**src/rtl/epoch_to_calendar_date_defines.svh**
```systemverilog
// assertion macros shared by the epoch-to-calendar rtl
// no dependencies; included by the modules that carry checks
`ifndef EPOCH_TO_CALENDAR_DATE_DEFINES_SVH
`define EPOCH_TO_CALENDAR_DATE_DEFINES_SVH
`ifndef ASSERT_OFF
// antecedent implies consequent in the same cycle
`define E2C_ASSERT_SAME(lbl, clk, rst, ante, cons) \
   lbl: assert property (@(posedge clk) disable iff (rst) (ante) |-> (cons)) \
      else $error("e2c check failed");
// antecedent implies consequent in the next cycle
`define E2C_ASSERT_NEXT(lbl, clk, rst, ante, cons) \
   lbl: assert property (@(posedge clk) disable iff (rst) (ante) |=> (cons)) \
      else $error("e2c check failed");
`else
`define E2C_ASSERT_SAME(lbl, clk, rst, ante, cons)
`define E2C_ASSERT_NEXT(lbl, clk, rst, ante, cons)
`endif
`endif

```
**src/rtl/e2c_pkg.sv**
```systemverilog
// types, constants and calendar helpers for the epoch-to-calendar converter
// no dependencies; used by e2c_cmpsub and epoch_to_calendar_date
package e2c_pkg;

   localparam int EPOCH_W = 32;
   localparam int YEAR_W  = 12;
   localparam int DAYS_W  = 16;
   localparam int MUL_W   = 26;

   // reciprocal division: q = ((n >> PRE) * RECIP) >> SHIFT, exact over each operand range
   // seconds to days, 86400 = 675 << 7, input up to 2^32 - 1
   localparam int               DAY_PRE    = 7;
   localparam int               DAY_SHIFT  = 35;
   localparam logic [MUL_W-1:0] DAY_RECIP  = 26'd50903317;
   // seconds of day to hours, 3600 = 225 << 4
   localparam int               HOUR_PRE   = 4;
   localparam int               HOUR_SHIFT = 21;
   localparam logic [MUL_W-1:0] HOUR_RECIP = 26'd9321;
   // seconds of hour to minutes, 60 = 15 << 2
   localparam int               MIN_PRE    = 2;
   localparam int               MIN_SHIFT  = 14;
   localparam logic [MUL_W-1:0] MIN_RECIP  = 26'd1093;
   // day count to weeks
   localparam int               WDAY_SHIFT = 19;
   localparam logic [MUL_W-1:0] WDAY_RECIP = 26'd74899;

   localparam logic [MUL_W-1:0] SEC_PER_DAY  = 26'd86400;
   localparam logic [MUL_W-1:0] SEC_PER_HOUR = 26'd3600;
   localparam logic [MUL_W-1:0] SEC_PER_MIN  = 26'd60;
   localparam logic [MUL_W-1:0] DAYS_PER_WK  = 26'd7;

   localparam logic [YEAR_W-1:0] BASE_YEAR    = 12'd1970;
   localparam logic [YEAR_W-1:0] CENTURY_SKIP = 12'd2100;
   localparam logic [DAYS_W-1:0] THURSDAY     = 16'd4;
   localparam logic [3:0]        DECEMBER_IDX = 4'd11;
   localparam logic [3:0]        FEBRUARY_IDX = 4'd1;

   typedef enum logic [3:0] {
      ST_IDLE,
      ST_DAYS,
      ST_TOD,
      ST_HOUR,
      ST_HREM,
      ST_MIN,
      ST_MREM,
      ST_WDAY,
      ST_WREM,
      ST_YEAR,
      ST_MONTH
   } state_type;

   // result of the shared compare/subtract unit
   typedef struct packed {
      logic                ge;
      logic [EPOCH_W-1:0]  diff;
   } sub_res_type;

   // leap rule over the reachable years 1970..2106: 2000 is leap, 2100 is not
   function automatic logic is_leap(input logic [YEAR_W-1:0] y);
      return (y[1:0] == 2'b00) && (y != CENTURY_SKIP);
   endfunction

   function automatic logic [8:0] year_len(input logic [YEAR_W-1:0] y);
      return is_leap(y) ? 9'd366 : 9'd365;
   endfunction

   // month index 0 is january
   function automatic logic [4:0] month_len(input logic [3:0] m, input logic leap);
      logic [4:0] len;
      case (m)
         4'd0, 4'd2, 4'd4, 4'd6, 4'd7, 4'd9, 4'd11: len = 5'd31;
         4'd3, 4'd5, 4'd8, 4'd10: len = 5'd30;
         FEBRUARY_IDX: len = leap ? 5'd29 : 5'd28;
         default: len = 5'd31;
      endcase
      return len;
   endfunction

endpackage

```
**src/rtl/e2c_cmpsub.sv**
```systemverilog
// shared compare/subtract unit: difference and greater-or-equal flag
// depends on e2c_pkg
module e2c_cmpsub
   import e2c_pkg::*;
(
   input  logic [EPOCH_W-1:0] opa,
   input  logic [EPOCH_W-1:0] opb,
   output sub_res_type        res
);

   logic [EPOCH_W:0] wide_diff;

   // borrow out of the top bit means opa < opb
   assign wide_diff = {1'b0, opa} - {1'b0, opb};
   assign res.diff  = wide_diff[EPOCH_W-1:0];
   assign res.ge    = ~wide_diff[EPOCH_W];

endmodule

```
**src/rtl/epoch_to_calendar_date.sv**
```systemverilog
// Channel   Ports                               Handshake
// request   start, busy, req_epoch_seconds      taken when start & !busy
// response  rsp_valid, rsp_year .. rsp_weekday  one-cycle strobe, no stall
//
// A request runs the fixed steps, then one year step per year walked plus one and
// one month step per month walked plus one; rsp_valid is registered after the last one.
// Eight fixed steps split the count by reciprocal multiplication on one shared
// multiplier, each quotient followed by its remainder through the compare/subtract
// unit; then that unit walks one whole year past 1970 per cycle and one month per cycle.
// busy drops in the cycle rsp_valid is high, so a new request can be taken then.
// Reset is synchronous; the receiver cannot stall.
// depends on e2c_pkg, e2c_cmpsub and epoch_to_calendar_date_defines.svh
`include "epoch_to_calendar_date_defines.svh"

module epoch_to_calendar_date
   import e2c_pkg::*;
(
   input  logic                clock,
   input  logic                reset,
   input  logic                start,
   output logic                busy,
   input  logic [EPOCH_W-1:0]  req_epoch_seconds,
   output logic                rsp_valid,
   output logic [YEAR_W-1:0]   rsp_year,
   output logic [3:0]          rsp_month,
   output logic [4:0]          rsp_day_of_month,
   output logic [4:0]          rsp_hour,
   output logic [5:0]          rsp_minute,
   output logic [5:0]          rsp_second,
   output logic [2:0]          rsp_weekday
);

   state_type            state_ff, state_in;
   logic [EPOCH_W-1:0]   rem_ff, rem_in;
   logic [DAYS_W-1:0]    quo_ff, quo_in;
   logic [DAYS_W-1:0]    days_ff, days_in;
   logic [3:0]           mon_ff, mon_in;
   logic                 valid_ff, valid_in;
   logic [YEAR_W-1:0]    year_ff, year_in;
   logic [3:0]           month_ff, month_in;
   logic [4:0]           mday_ff, mday_in;
   logic [4:0]           hour_ff, hour_in;
   logic [5:0]           minute_ff, minute_in;
   logic [5:0]           second_ff, second_in;
   logic [2:0]           wday_ff, wday_in;

   logic [MUL_W-1:0]     mul_a;
   logic [MUL_W-1:0]     mul_b;
   logic [2*MUL_W-1:0]   mul_p;
   logic [EPOCH_W-1:0]   opb;
   sub_res_type          sub;
   logic                 month_stop;

   // operand select for the shared multiplier
   always_comb begin
      mul_a = '0;
      mul_b = '0;
      case (state_ff)
         ST_DAYS: begin
            mul_a = MUL_W'(rem_ff >> DAY_PRE);
            mul_b = DAY_RECIP;
         end
         ST_TOD: begin
            mul_a = MUL_W'(days_ff);
            mul_b = SEC_PER_DAY;
         end
         ST_HOUR: begin
            mul_a = MUL_W'(rem_ff >> HOUR_PRE);
            mul_b = HOUR_RECIP;
         end
         ST_HREM: begin
            mul_a = MUL_W'(hour_ff);
            mul_b = SEC_PER_HOUR;
         end
         ST_MIN: begin
            mul_a = MUL_W'(rem_ff >> MIN_PRE);
            mul_b = MIN_RECIP;
         end
         ST_MREM: begin
            mul_a = MUL_W'(minute_ff);
            mul_b = SEC_PER_MIN;
         end
         ST_WDAY: begin
            mul_a = MUL_W'(rem_ff);
            mul_b = WDAY_RECIP;
         end
         ST_WREM: begin
            mul_a = MUL_W'(quo_ff);
            mul_b = DAYS_PER_WK;
         end
         default: begin
            mul_a = '0;
            mul_b = '0;
         end
      endcase
   end

   assign mul_p = (2*MUL_W)'(mul_a) * (2*MUL_W)'(mul_b);

   // operand select for the shared compare/subtract unit
   always_comb begin
      case (state_ff)
         ST_TOD, ST_HREM, ST_MREM, ST_WREM: opb = mul_p[EPOCH_W-1:0];
         ST_YEAR:  opb = EPOCH_W'(year_len(year_ff));
         ST_MONTH: opb = EPOCH_W'(month_len(mon_ff, is_leap(year_ff)));
         default:  opb = '0;
      endcase
   end

   e2c_cmpsub u_cmpsub (
      .opa (rem_ff),
      .opb (opb),
      .res (sub)
   );

   assign month_stop = !sub.ge || (mon_ff == DECEMBER_IDX);

   // next state
   always_comb begin
      state_in = state_ff;
      case (state_ff)
         ST_IDLE:  if (start) state_in = ST_DAYS;
         ST_DAYS:  state_in = ST_TOD;
         ST_TOD:   state_in = ST_HOUR;
         ST_HOUR:  state_in = ST_HREM;
         ST_HREM:  state_in = ST_MIN;
         ST_MIN:   state_in = ST_MREM;
         ST_MREM:  state_in = ST_WDAY;
         ST_WDAY:  state_in = ST_WREM;
         ST_WREM:  state_in = ST_YEAR;
         ST_YEAR:  if (!sub.ge) state_in = ST_MONTH;
         ST_MONTH: if (month_stop) state_in = ST_IDLE;
         default:  state_in = ST_IDLE;
      endcase
   end

   // datapath and result updates
   always_comb begin
      rem_in    = rem_ff;
      quo_in    = quo_ff;
      days_in   = days_ff;
      mon_in    = mon_ff;
      valid_in  = 1'b0;
      year_in   = year_ff;
      month_in  = month_ff;
      mday_in   = mday_ff;
      hour_in   = hour_ff;
      minute_in = minute_ff;
      second_in = second_ff;
      wday_in   = wday_ff;
      case (state_ff)
         ST_IDLE: begin
            rem_in = req_epoch_seconds;
         end
         ST_DAYS: begin
            days_in = mul_p[DAY_SHIFT +: DAYS_W];
         end
         ST_TOD: begin
            // seconds within the day
            rem_in = sub.diff;
         end
         ST_HOUR: begin
            hour_in = mul_p[HOUR_SHIFT +: 5];
         end
         ST_HREM: begin
            // seconds within the hour
            rem_in = sub.diff;
         end
         ST_MIN: begin
            minute_in = mul_p[MIN_SHIFT +: 6];
         end
         ST_MREM: begin
            second_in = sub.diff[5:0];
            rem_in    = EPOCH_W'(days_ff) + EPOCH_W'(THURSDAY);
         end
         ST_WDAY: begin
            quo_in = mul_p[WDAY_SHIFT +: DAYS_W];
         end
         ST_WREM: begin
            wday_in = sub.diff[2:0];
            rem_in  = EPOCH_W'(days_ff);
            year_in = BASE_YEAR;
         end
         ST_YEAR: begin
            // walk whole years while the remaining days cover one
            if (sub.ge) begin
               rem_in  = sub.diff;
               year_in = year_ff + 12'd1;
            end else begin
               mon_in = '0;
            end
         end
         ST_MONTH: begin
            if (month_stop) begin
               month_in = mon_ff + 4'd1;
               mday_in  = rem_ff[4:0] + 5'd1;
               valid_in = 1'b1;
            end else begin
               rem_in = sub.diff;
               mon_in = mon_ff + 4'd1;
            end
         end
         default: begin
            rem_in = rem_ff;
         end
      endcase
   end

   // control registers
   always_ff @(posedge clock) begin
      if (reset) begin
         state_ff <= ST_IDLE;
         valid_ff <= 1'b0;
      end else begin
         state_ff <= state_in;
         valid_ff <= valid_in;
      end
   end

   // working and result registers
   always_ff @(posedge clock) begin
      rem_ff    <= rem_in;
      quo_ff    <= quo_in;
      days_ff   <= days_in;
      mon_ff    <= mon_in;
      year_ff   <= year_in;
      month_ff  <= month_in;
      mday_ff   <= mday_in;
      hour_ff   <= hour_in;
      minute_ff <= minute_in;
      second_ff <= second_in;
      wday_ff   <= wday_in;
   end

   // outputs
   assign busy             = (state_ff != ST_IDLE);
   assign rsp_valid        = valid_ff;
   assign rsp_year         = year_ff;
   assign rsp_month        = month_ff;
   assign rsp_day_of_month = mday_ff;
   assign rsp_hour         = hour_ff;
   assign rsp_minute       = minute_ff;
   assign rsp_second       = second_ff;
   assign rsp_weekday      = wday_ff;

   // checks
   `E2C_ASSERT_NEXT(a_start_busy, clock, reset, start && !busy, busy)
   `E2C_ASSERT_SAME(a_rsp_idle, clock, reset, rsp_valid, !busy && $past(busy))
   `E2C_ASSERT_SAME(a_year_range, clock, reset, state_ff == ST_YEAR, year_ff <= 12'd2106)
   `E2C_ASSERT_SAME(a_month_range, clock, reset, rsp_valid, rsp_month >= 4'd1 && rsp_month <= 4'd12)
   `E2C_ASSERT_SAME(a_tod_range, clock, reset, rsp_valid, rsp_hour < 5'd24 && rsp_minute < 6'd60)

endmodule
```
**config.mk**
```make
export PLATFORM = sky130hd
export DESIGN_NAME = epoch_to_calendar_date
export DESIGN_NICKNAME = d
export VERILOG_FILES = /design/src/rtl/e2c_pkg.sv /design/src/rtl/e2c_cmpsub.sv /design/src/rtl/epoch_to_calendar_date.sv
export VERILOG_INCLUDE_DIRS = /design/src /design/src/rtl
export SDC_FILE = /design/constraint.sdc
export NUM_CORES = 1
export LEC_CHECK = 0
export ABC_CLOCK_PERIOD_IN_PS = 12500
export BUFFER_PORTS_ARGS = -buffer_cell sky130_fd_sc_hd__buf_2
export CORE_ASPECT_RATIO = 0.8
export CORE_MARGIN = 1
export CORE_UTILIZATION = 33
export DETAILED_ROUTE_END_ITERATION = 10
export GPL_ROUTABILITY_DRIVEN = 0
export PLACE_DENSITY_LB_ADDON = 0.25
export SYNTH_ARGS = -nofsm -noshare
export SYNTH_HDL_FRONTEND = slang
export SYNTH_SLANG_ARGS = --single-unit
```
**constraint.sdc**
```tcl
create_clock -name clock -period 12.5 [get_ports clock]
set_input_delay 1.875 -clock clock [delete_from_list [all_inputs] [get_ports clock]]
set_output_delay 1.875 -clock clock [all_outputs]
set_load 0.02 [all_outputs]
```
==> results_dict.tcl, run 1 <==
set metrics [dict create \
    cts-root-buf "clkbuf_16" \
    topRoutingLayerUsed "met4" \
    synth_area_um2 24700 \
    final_cells 3815 \
    dr.pass1.iters 7 \
    netlist_top_cells_area "fa_1, ha_1, edfxtp_1, inv_1, nand2_1" \
    slew-limit-headroom 0.102 \
    period_needed_ps 11580 \
    fmax_mhz 86.4 \
    drc 0 \
    drt.antenna.violating_nets 0 \
    grt_pass1_wl_um 127000 \
    wire_per_inst_um 21.8 \
    route.met2.wl_um 34200 \
    clock_tree.buffer_depth 2 \
    reg2reg_slack_ps 920 \
    io_pins 78 \
    postCtsSetupRepairBufs 0 \
    synthXorXnorAreaFrac 0.0323 \
    finalSetupViolations 0 \
    synth_top_area_frac 0.339 \
    number_of_antenna_violations_at_the_first_check_in_global_routing 0 \
    cts-hold-fix-buffers 0 \
    die_width_um 308 \
    slowest_stage "nor2_4" \
    fin_skew_ps 11.3 \
    cp_data_arrival_time_ps 11630 \
    timing.hold.worst_path_depth 1 \
    drv_cap 0 \
    synth.avg_cell_area_um2 9.12 \
    yosys_register_bits 114 \
    synth_top_cell_by_area "fa_1" \
    stdcell_area_um2 27000 \
    crit_required_ps 12550 \
    placed_cells 3783 \
    min_to "rsp_year[0]" \
    synth_top_family_by_area "adder cells" \
    final_max_slew_viol_count 0 \
    detailedPlace.worstSlack_ps 1160 \
    via_count 19400 \
    io_buffers 77 \
    synth_compound_gate_area_share 0.107 \
    holdCritStartpoint "rsp_year[0]" \
    layout-drive-gt1-share 0.0629 \
    start_kind "flop" \
    yosys_warnings 0 \
    fp.dieH_um 246 \
    yosysSeqAreaShare 0.137 \
    most_frequently_used_flop_master_after_synthesis "edfxtp_1" \
    num_rows 89 \
    final_critical_path_setup_slack_ps 920 \
    synthCells 2704 \
    synthToLayoutAreaGrowth_pct 9.48 \
    synth_edf_count 109 \
    crit_path_max_incr_delay_ps 760 \
    critical_path_class "flop to flop" \
    gr-usage-all-layers 0.227 \
    antenna_cells_inserted 0 \
    detail_route.wirelength_um 83300 \
    drt_iter0_drc 2009 \
    synth_mux_area_frac 0.00122 \
    clk_transition_reported_paths_ps 60 \
    critical-path-top-cell-by-count "fa_1" \
    start_util 0.334 \
    wl_met3_um 9500 \
    htree_num_levels 4 \
    simple_gate_share_of_the_synthesized_area 0.116 \
    timing_worst_slew_pin_value_ps 1330 \
    timing.hold.worst.class "flop to flop" \
    cts_repair_resize_count 0 \
    gr-total-overflow 0 \
    dieArea_um2 75800 \
    tritoncts_buffers 17 \
    unrepaired_setup_endpoints_after_global_routing "no" \
    final_nets 3548 \
    outcome "complete, no violations" \
    tns_ps 0 \
    yosysUniqueCellTypes 74 \
    grt_max_degree 37 \
    r2r.worst_path.cells 32 \
    adder_cell_share_of_the_synthesized_area 0.489 \
    dpl.hpwl_um 72800 \
    tritoncts "done" \
    worstSkewPairLatency_ps 420 \
    met1Wirelength_um 37600 \
    ff_to_ff_end "rem_ff[22]" \
    fill_cell_count 7682 \
    tritoncts_num_sinks 114 \
    synth_async_sr_flop_share 0 \
    setup.worst_path.end_class "flop" \
    timing.final.hold_violations 0 \
    detailed_place.area_um2 26400 \
    critical_path_peak_fanout 31 \
    grt_pass1_vias 19800 \
    post_drt_via_cell_ratio 5.08 \
    fp.coreArea_um2 73800 \
    timing.rr.start "state_ff[2]" \
    min_period_over_period 0.926 \
]
==> how the worst max path moves through the flow <==
stage / startpoint / to / cells after the start
final: state_ff[2] / rem_ff[22] / 32
after global placement: state_ff[2] / rem_ff[9] / 32
after CTS: state_ff[2] / rem_ff[22] / 34
after floorplan: state_ff[0] / rem_ff[0] / 39
after detailed placement: state_ff[2] / rem_ff[10] / 34
after global routing: state_ff[2] / rem_ff[22] / 34
==> synth_stat cells, drive strengths merged (3+ instances only) <==
cell	n
a31o	6
xor2	38
edfxtp	109
a222oi	5
nand4	22
nand2b	23
a21boi	10
o21bai	12
a21oi	109
a22oi	31
nor2	143
mux2i	3
fa	418
or2	8
nor3	26
buf	9
ha	294
o21a	10
o31ai	7
nor4	4
o21ai	94
o31a	4
a211o	6
nand2	226
a21o	32
a221oi	10
a211oi	9
or3	9
clkbuf	56
a221o	10
o211ai	8
o221ai	3
nand3	44
and3	26
and2	58
xnor2	53
dfxtp	5
inv	704
o2111ai	3
nor2b	14
a31oi	15
==> cell type report <==
cell class | count | area, um2 | area share
Clock buffer | 17 | 425 | 0.0158
Clock inverter | 15 | 120 | 0.00445
Inverter | 704 | 2640 | 0.0979
Multi-Input combinational cell | 1856 | 18600 | 0.688
Sequential cell | 114 | 3370 | 0.125
Tap cell | 1001 | 1250 | 0.0464
Timing Repair Buffer | 108 | 618 | 0.0229
==> critical path: cells and delay by family, from the launching register on <==
family	cells	cell delay, ps
AO/OA/AOI/OAI	4	1120
XOR/XNOR	1	240
AND/OR/NAND/NOR	13	3620
buffers and inverters	5	980
adder cells (fa/ha/maj)	9	4500
flip-flops	1	680
==> per-stage QoR <==
stage / hold WS, ps / utilization
3_5_place_dp: 619 / 0.358
3_3_place_gp: 611 / 0.358
5_1_grt: 651 / 0.366
4_1_cts: 628 / 0.366
2_1_floorplan: 543 / -
6_report: 628 / 0.366
==> cells in the final DEF (no fill, tap or decap), types with 12 or more instances in the layout <==
| cell | n |
|---|---|
| xnor2_1 | 53 |
| nand3_1 | 44 |
| conb_1 | 37 |
| edfxtp_1 | 109 |
| a22oi_1 | 31 |
| nand2_1 | 226 |
| and2_1 | 58 |
| xor2_1 | 38 |
| ha_1 | 294 |
| a21oi_1 | 105 |
| buf_2 | 77 |
| fa_1 | 418 |
| nor3_1 | 23 |
| a31oi_1 | 15 |
| nor2b_1 | 14 |
| a21o_1 | 31 |
| nor2_1 | 140 |
| clkbuf_16 | 17 |
| inv_1 | 703 |
| o21ai_0 | 86 |
| nand2b_1 | 23 |
| nand4_1 | 22 |
| o21bai_1 | 12 |
| buf_4 | 31 |
| and3_1 | 26 |
==> registers in the layout, indices dropped and copies added, names as in the netlist <==
signal / flops
rsp_weekday: 3
rem_ff: 32
rsp_day_of_month: 5
rsp_year: 12
rsp_month: 4
state_ff: 4
quo_ff: 16
rsp_valid: 1
rsp_hour: 5
mon_ff: 4
days_ff: 16
rsp_second: 6
rsp_minute: 6
==> cell families (layout without fill, tap and decap cells) <==
group / after synthesis / after routing
AO/OA/AOI/OAI: 400 / 400
XOR/XNOR: 91 / 91
adder cells (fa/ha/maj): 712 / 712
buffers and inverters: 769 / 844
flip-flops: 114 / 114
multiplexers: 3 / 3
other: 2 / 37
AND/OR/NAND/NOR: 613 / 613
==> metal layers <==
metal  vias to the layer above  GRT usage
met5                         -          0
met4                         0     0.0502
met3                       126     0.0668
met1                      9585      0.328
met2                       952      0.331
li1                       8726          -
Power of run 1 is left out: the tool's default activity adds up to more than one toggle a clock period on the data nets, which glitch-free logic cannot reach.
==> run 2: changes to the inputs <==
--- a/config.mk
+++ b/config.mk
@@ -14,6 +14,7 @@
 export DETAILED_ROUTE_END_ITERATION = 10
 export GPL_ROUTABILITY_DRIVEN = 0
 export PLACE_DENSITY_LB_ADDON = 0.25
+export REMOVE_ABC_BUFFERS = 1
 export SYNTH_ARGS = -nofsm -noshare
 export SYNTH_HDL_FRONTEND = slang
 export SYNTH_SLANG_ARGS = --single-unit
==> results_dict.tcl, run 2 (same netlist as run 1, synthesis figures left out) <==
set metrics [dict create \
    outcome "complete, no violations" \
    crit_required_ps 12620 \
    critical-path-top-cell-by-count "fa_1" \
    cp_data_arrival_time_ps 11830 \
    synthToLayoutAreaGrowth_pct 9.55 \
    slew-limit-headroom 0.165 \
    final_max_slew_viol_count 0 \
    tritoncts_num_sinks 114 \
    register_with_the_highest_flop_count "rem_ff" \
    final_nets 3537 \
    reg_top3 "rem_ff x32, days_ff x16, quo_ff x16" \
    layout.cells.most_common "inv_1" \
    layout-drive-gt1-share 0.0582 \
    io_pins 78 \
    finalSetupViolations 0 \
    wl_met3_um 8240 \
    crit_family "adder cells" \
    crit_path_max_incr_delay_ps 680 \
    detail_route.wirelength_um 83200 \
    fp.dieH_um 246 \
    setup.worst_path.end_class "flop" \
    antenna_cells_inserted 0 \
    fill_cell_count 7657 \
    min_period_over_period 0.937 \
    start_kind "flop" \
    timing.final.hold_violations 0 \
    clock_tree.buffer_depth 2 \
    fmax_mhz 85.4 \
    drv_cap 0 \
    final_cell_mix "inv_1, fa_1, ha_1" \
    number_of_antenna_violations_at_the_first_check_in_global_routing 3 \
    io_buffers 77 \
    fp.coreArea_um2 73800 \
    topRoutingLayerUsed "met4" \
    start_util 0.334 \
    reg2reg_slack_ps 790 \
    worst-path-buf-inv 6 \
    wire_per_inst_um 21.9 \
    clk_transition_reported_paths_ps 60 \
    timing_worst_slew_pin_value_ps 1250 \
    gr-total-overflow 0 \
    fin_skew_ps 14.1 \
    drc 0 \
    grt_pass1_wl_um 127000 \
    dr.pass1.iters 6 \
    die_width_um 308 \
    route.met2.wl_um 34000 \
    cts-root-buf "clkbuf_16" \
    hold-worst-slack_ps 617 \
    via_count 19300 \
    slowest_stage "xnor2_1" \
    gr-usage-all-layers 0.227 \
    grt_pass1_vias 19700 \
    grt_max_degree 62 \
    num_rows 89 \
    unrepaired_setup_endpoints_after_global_routing "no" \
    drt_iter0_drc 1943 \
    worstSkewPairLatency_ps 430 \
    dieArea_um2 75800 \
    critical_path_peak_fanout 30 \
    dpl.hpwl_um 71900 \
    post_drt_via_cell_ratio 5.06 \
    tritoncts_buffers 17 \
    critical_path_class "flop to flop" \
    period_needed_ps 11710 \
    tritoncts "done" \
    drt.antenna.violating_nets 0 \
    timing.hold.worst.class "flop to flop" \
    htree_num_levels 4 \
    largest_register_ffs 32 \
    met1Wirelength_um 38700 \
]
## run 2: cell count changes in the layout (fill, tap and decap cells not counted), moves of 3 or more
cell / change
buf_12: +3
buf_4: -14
bufinv_16: +4
clkbuf_1: +3
clkinv_2: +3
inv_6: -7
## run 2: worst paths after layout
kind | start | end | depth (start not counted)
max | state_ff[3] | rem_ff[21] | 34
min | rsp_year[0] | rsp_year[0] | 1
max reg2reg | state_ff[3] | rem_ff[21] | 34
min reg2reg | rsp_year[0] | rsp_year[0] | 1
## run 2: metal layers
metal  global-route usage  vias up
met3               0.0544      123
met2                0.330      922
met5                    0        -
li1                     -     8707
met4               0.0574        0
met1                0.333     9515
## run 2: area by class of cell
type,instances,area [um2],area share
Clock buffer,21,450,0.0167
Clock inverter,11,161,0.00598
Timing Repair Buffer,97,573,0.0212
Multi-Input combinational cell,1856,18600,0.687
Tap cell,1001,1250,0.0464
Sequential cell,114,3370,0.125
Inverter,704,2640,0.0978
## run 2: through the flow
step | area, um2 | util | instances | setup WS [ps] | TNS, ps
finish | 27000 | 0.366 | 3804 | 788 | 0
global route | 27000 | 0.366 | 3804 | 207 | 0
CTS | 27000 | 0.366 | 3804 | 706 | 0
detailed placement | 26400 | 0.357 | 3772 | 720 | 0
global placement | 26400 | 0.357 | 3772 | 747 | 0
floorplan | 24500 | - | 2674 | -653 | -20880
## run 2: timing repair
item,4_1_cts,5_1_grt
hold buffers,0,0
hold endpoints to repair,0,0
setup buffers,0,0
setup endpoints to repair,0,9
gates resized for setup,0,1
Power of run 2 is left out for the same reason.
==> run 3: changes to the inputs <==
--- a/config.mk
+++ b/config.mk
@@ -6,7 +6,7 @@
 export SDC_FILE = /design/constraint.sdc
 export NUM_CORES = 1
 export LEC_CHECK = 0
-export ABC_CLOCK_PERIOD_IN_PS = 12500
+export ABC_CLOCK_PERIOD_IN_PS = 13800
 export BUFFER_PORTS_ARGS = -buffer_cell sky130_fd_sc_hd__buf_2
 export CORE_ASPECT_RATIO = 0.8
 export CORE_MARGIN = 1
==> constraint.sdc (replaced) <==
create_clock -name clock -period 13.8 [get_ports clock]
set_input_delay 2.07 -clock clock [delete_from_list [all_inputs] [get_ports clock]]
set_output_delay 2.07 -clock clock [all_outputs]
set_load 0.02 [all_outputs]
==> results_dict.tcl, run 3 (same netlist as run 1, synthesis figures left out) <==
set metrics [dict create \
    gr-total-overflow 0 \
    grt_max_degree 62 \
    io_pins 78 \
    grt_pass1_wl_um 126000 \
    start_util 0.334 \
    drc 0 \
    dpl.hpwl_um 72200 \
    hold-worst-slack_ps 622 \
    crit_path_max_incr_delay_ps 650 \
    critical_path_class "flop to flop" \
    final_cell_mix "inv_1, fa_1, ha_1" \
    cts_repair_resize_count 0 \
    cts-hold-fix-buffers 0 \
    dr.pass1.iters 6 \
    tns_ps 0 \
    reg_top3 "rem_ff x32, days_ff x16, quo_ff x16" \
    drt.antenna.violating_nets 0 \
    topRoutingLayerUsed "met5" \
    final_nets 3536 \
    layout.cells.most_common "inv_1" \
    critical-path-top-cell-by-count "fa_1" \
    worstSkewPairLatency_ps 430 \
    via_count 19200 \
    route.met2.wl_um 34000 \
    grt_pass1_vias 19500 \
    fp.dieH_um 246 \
    unrepaired_setup_endpoints_after_global_routing "no" \
    cp_data_arrival_time_ps 12900 \
    period_needed_ps 12790 \
    wl_met3_um 8860 \
    final_max_slew_viol_count 0 \
    slowest_stage "a21oi_4" \
    number_of_antenna_violations_at_the_first_check_in_global_routing 5 \
    register_with_the_highest_flop_count "rem_ff" \
    clk_transition_reported_paths_ps 60 \
    tritoncts_buffers 17 \
    finalSetupViolations 0 \
    htree_num_levels 4 \
    wire_per_inst_um 21.9 \
    fin_skew_ps 16.2 \
    postCtsSetupRepairBufs 0 \
    critical_path_peak_fanout 30 \
    fill_cell_count 7673 \
    met1Wirelength_um 39100 \
    setup.worst_path.end_class "flop" \
    slew-limit-headroom 0.0964 \
    largest_register_ffs 32 \
    detail_route.wirelength_um 83400 \
    timing.final.hold_violations 0 \
    start_kind "flop" \
    layout-drive-gt1-share 0.0582 \
    clock_tree.buffer_depth 2 \
    cts-root-buf "clkbuf_16" \
    crit_family "adder cells" \
    synthToLayoutAreaGrowth_pct 9.38 \
    worst-path-buf-inv 6 \
    die_width_um 308 \
    gr-usage-all-layers 0.225 \
    post_drt_via_cell_ratio 5.05 \
    drv_cap 0 \
    fmax_mhz 78.2 \
    outcome "complete, no violations" \
    crit_required_ps 13910 \
    dieArea_um2 75800 \
    timing.hold.worst.class "flop to flop" \
    num_rows 89 \
    tritoncts_num_sinks 114 \
    io_buffers 77 \
    fp.coreArea_um2 73800 \
    timing_worst_slew_pin_value_ps 1360 \
    min_period_over_period 0.927 \
    tritoncts "done" \
    drt_iter0_drc 2251 \
]
==> run 3: cell count changes in the layout (fill, tap and decap cells not counted), moves of 3 or more <==
cell / before / now
clkinv_4: 0 / 6
inv_6: 1 / 4
clkinv_2: 5 / 0
clkbuf_1: 3 / 0
==> run 3: through the flow <==
step | setup slack (ps) | util | instance area [um2] | cells
floorplan | 647 | - | 24500 | 2674
global placement | 1280 | 0.357 | 26400 | 3771
detailed placement | 1240 | 0.357 | 26400 | 3771
CTS | 1220 | 0.365 | 27000 | 3803
global route | 266 | 0.365 | 27000 | 3803
finish | 1010 | 0.365 | 27000 | 3804
==> run 3: final cells by class <==
class	count	area, um2	share of cell area
clock buffers	17	425	0.0158
inverters	704	2640	0.0980
clock inverters	15	174	0.00645
multi-input cells	1856	18600	0.688
well taps	1001	1250	0.0464
diodes	1	2.50	0.0000928
repair buffers	96	541	0.0200
flip-flops and latches	114	3370	0.125
==> run 3: metal layers <==
| metal | up-vias | track usage |
|---|---|---|
| met4 | 6 | 0.0418 |
| met2 | 917 | 0.324 |
| met5 | - | 0 |
| met3 | 96 | 0.0569 |
| met1 | 9462 | 0.338 |
| li1 | 8719 | - |
==> run 3: final timing paths <==
path	from	end	slack [ps]	cells after the start
max	state_ff[3]	rem_ff[31]	1010	34
min	rsp_year[0]	rsp_year[0]	620	1
max reg2reg	state_ff[3]	rem_ff[31]	1010	34
min reg2reg	rsp_year[0]	rsp_year[0]	620	1
Power of run 3 is left out for the same reason.
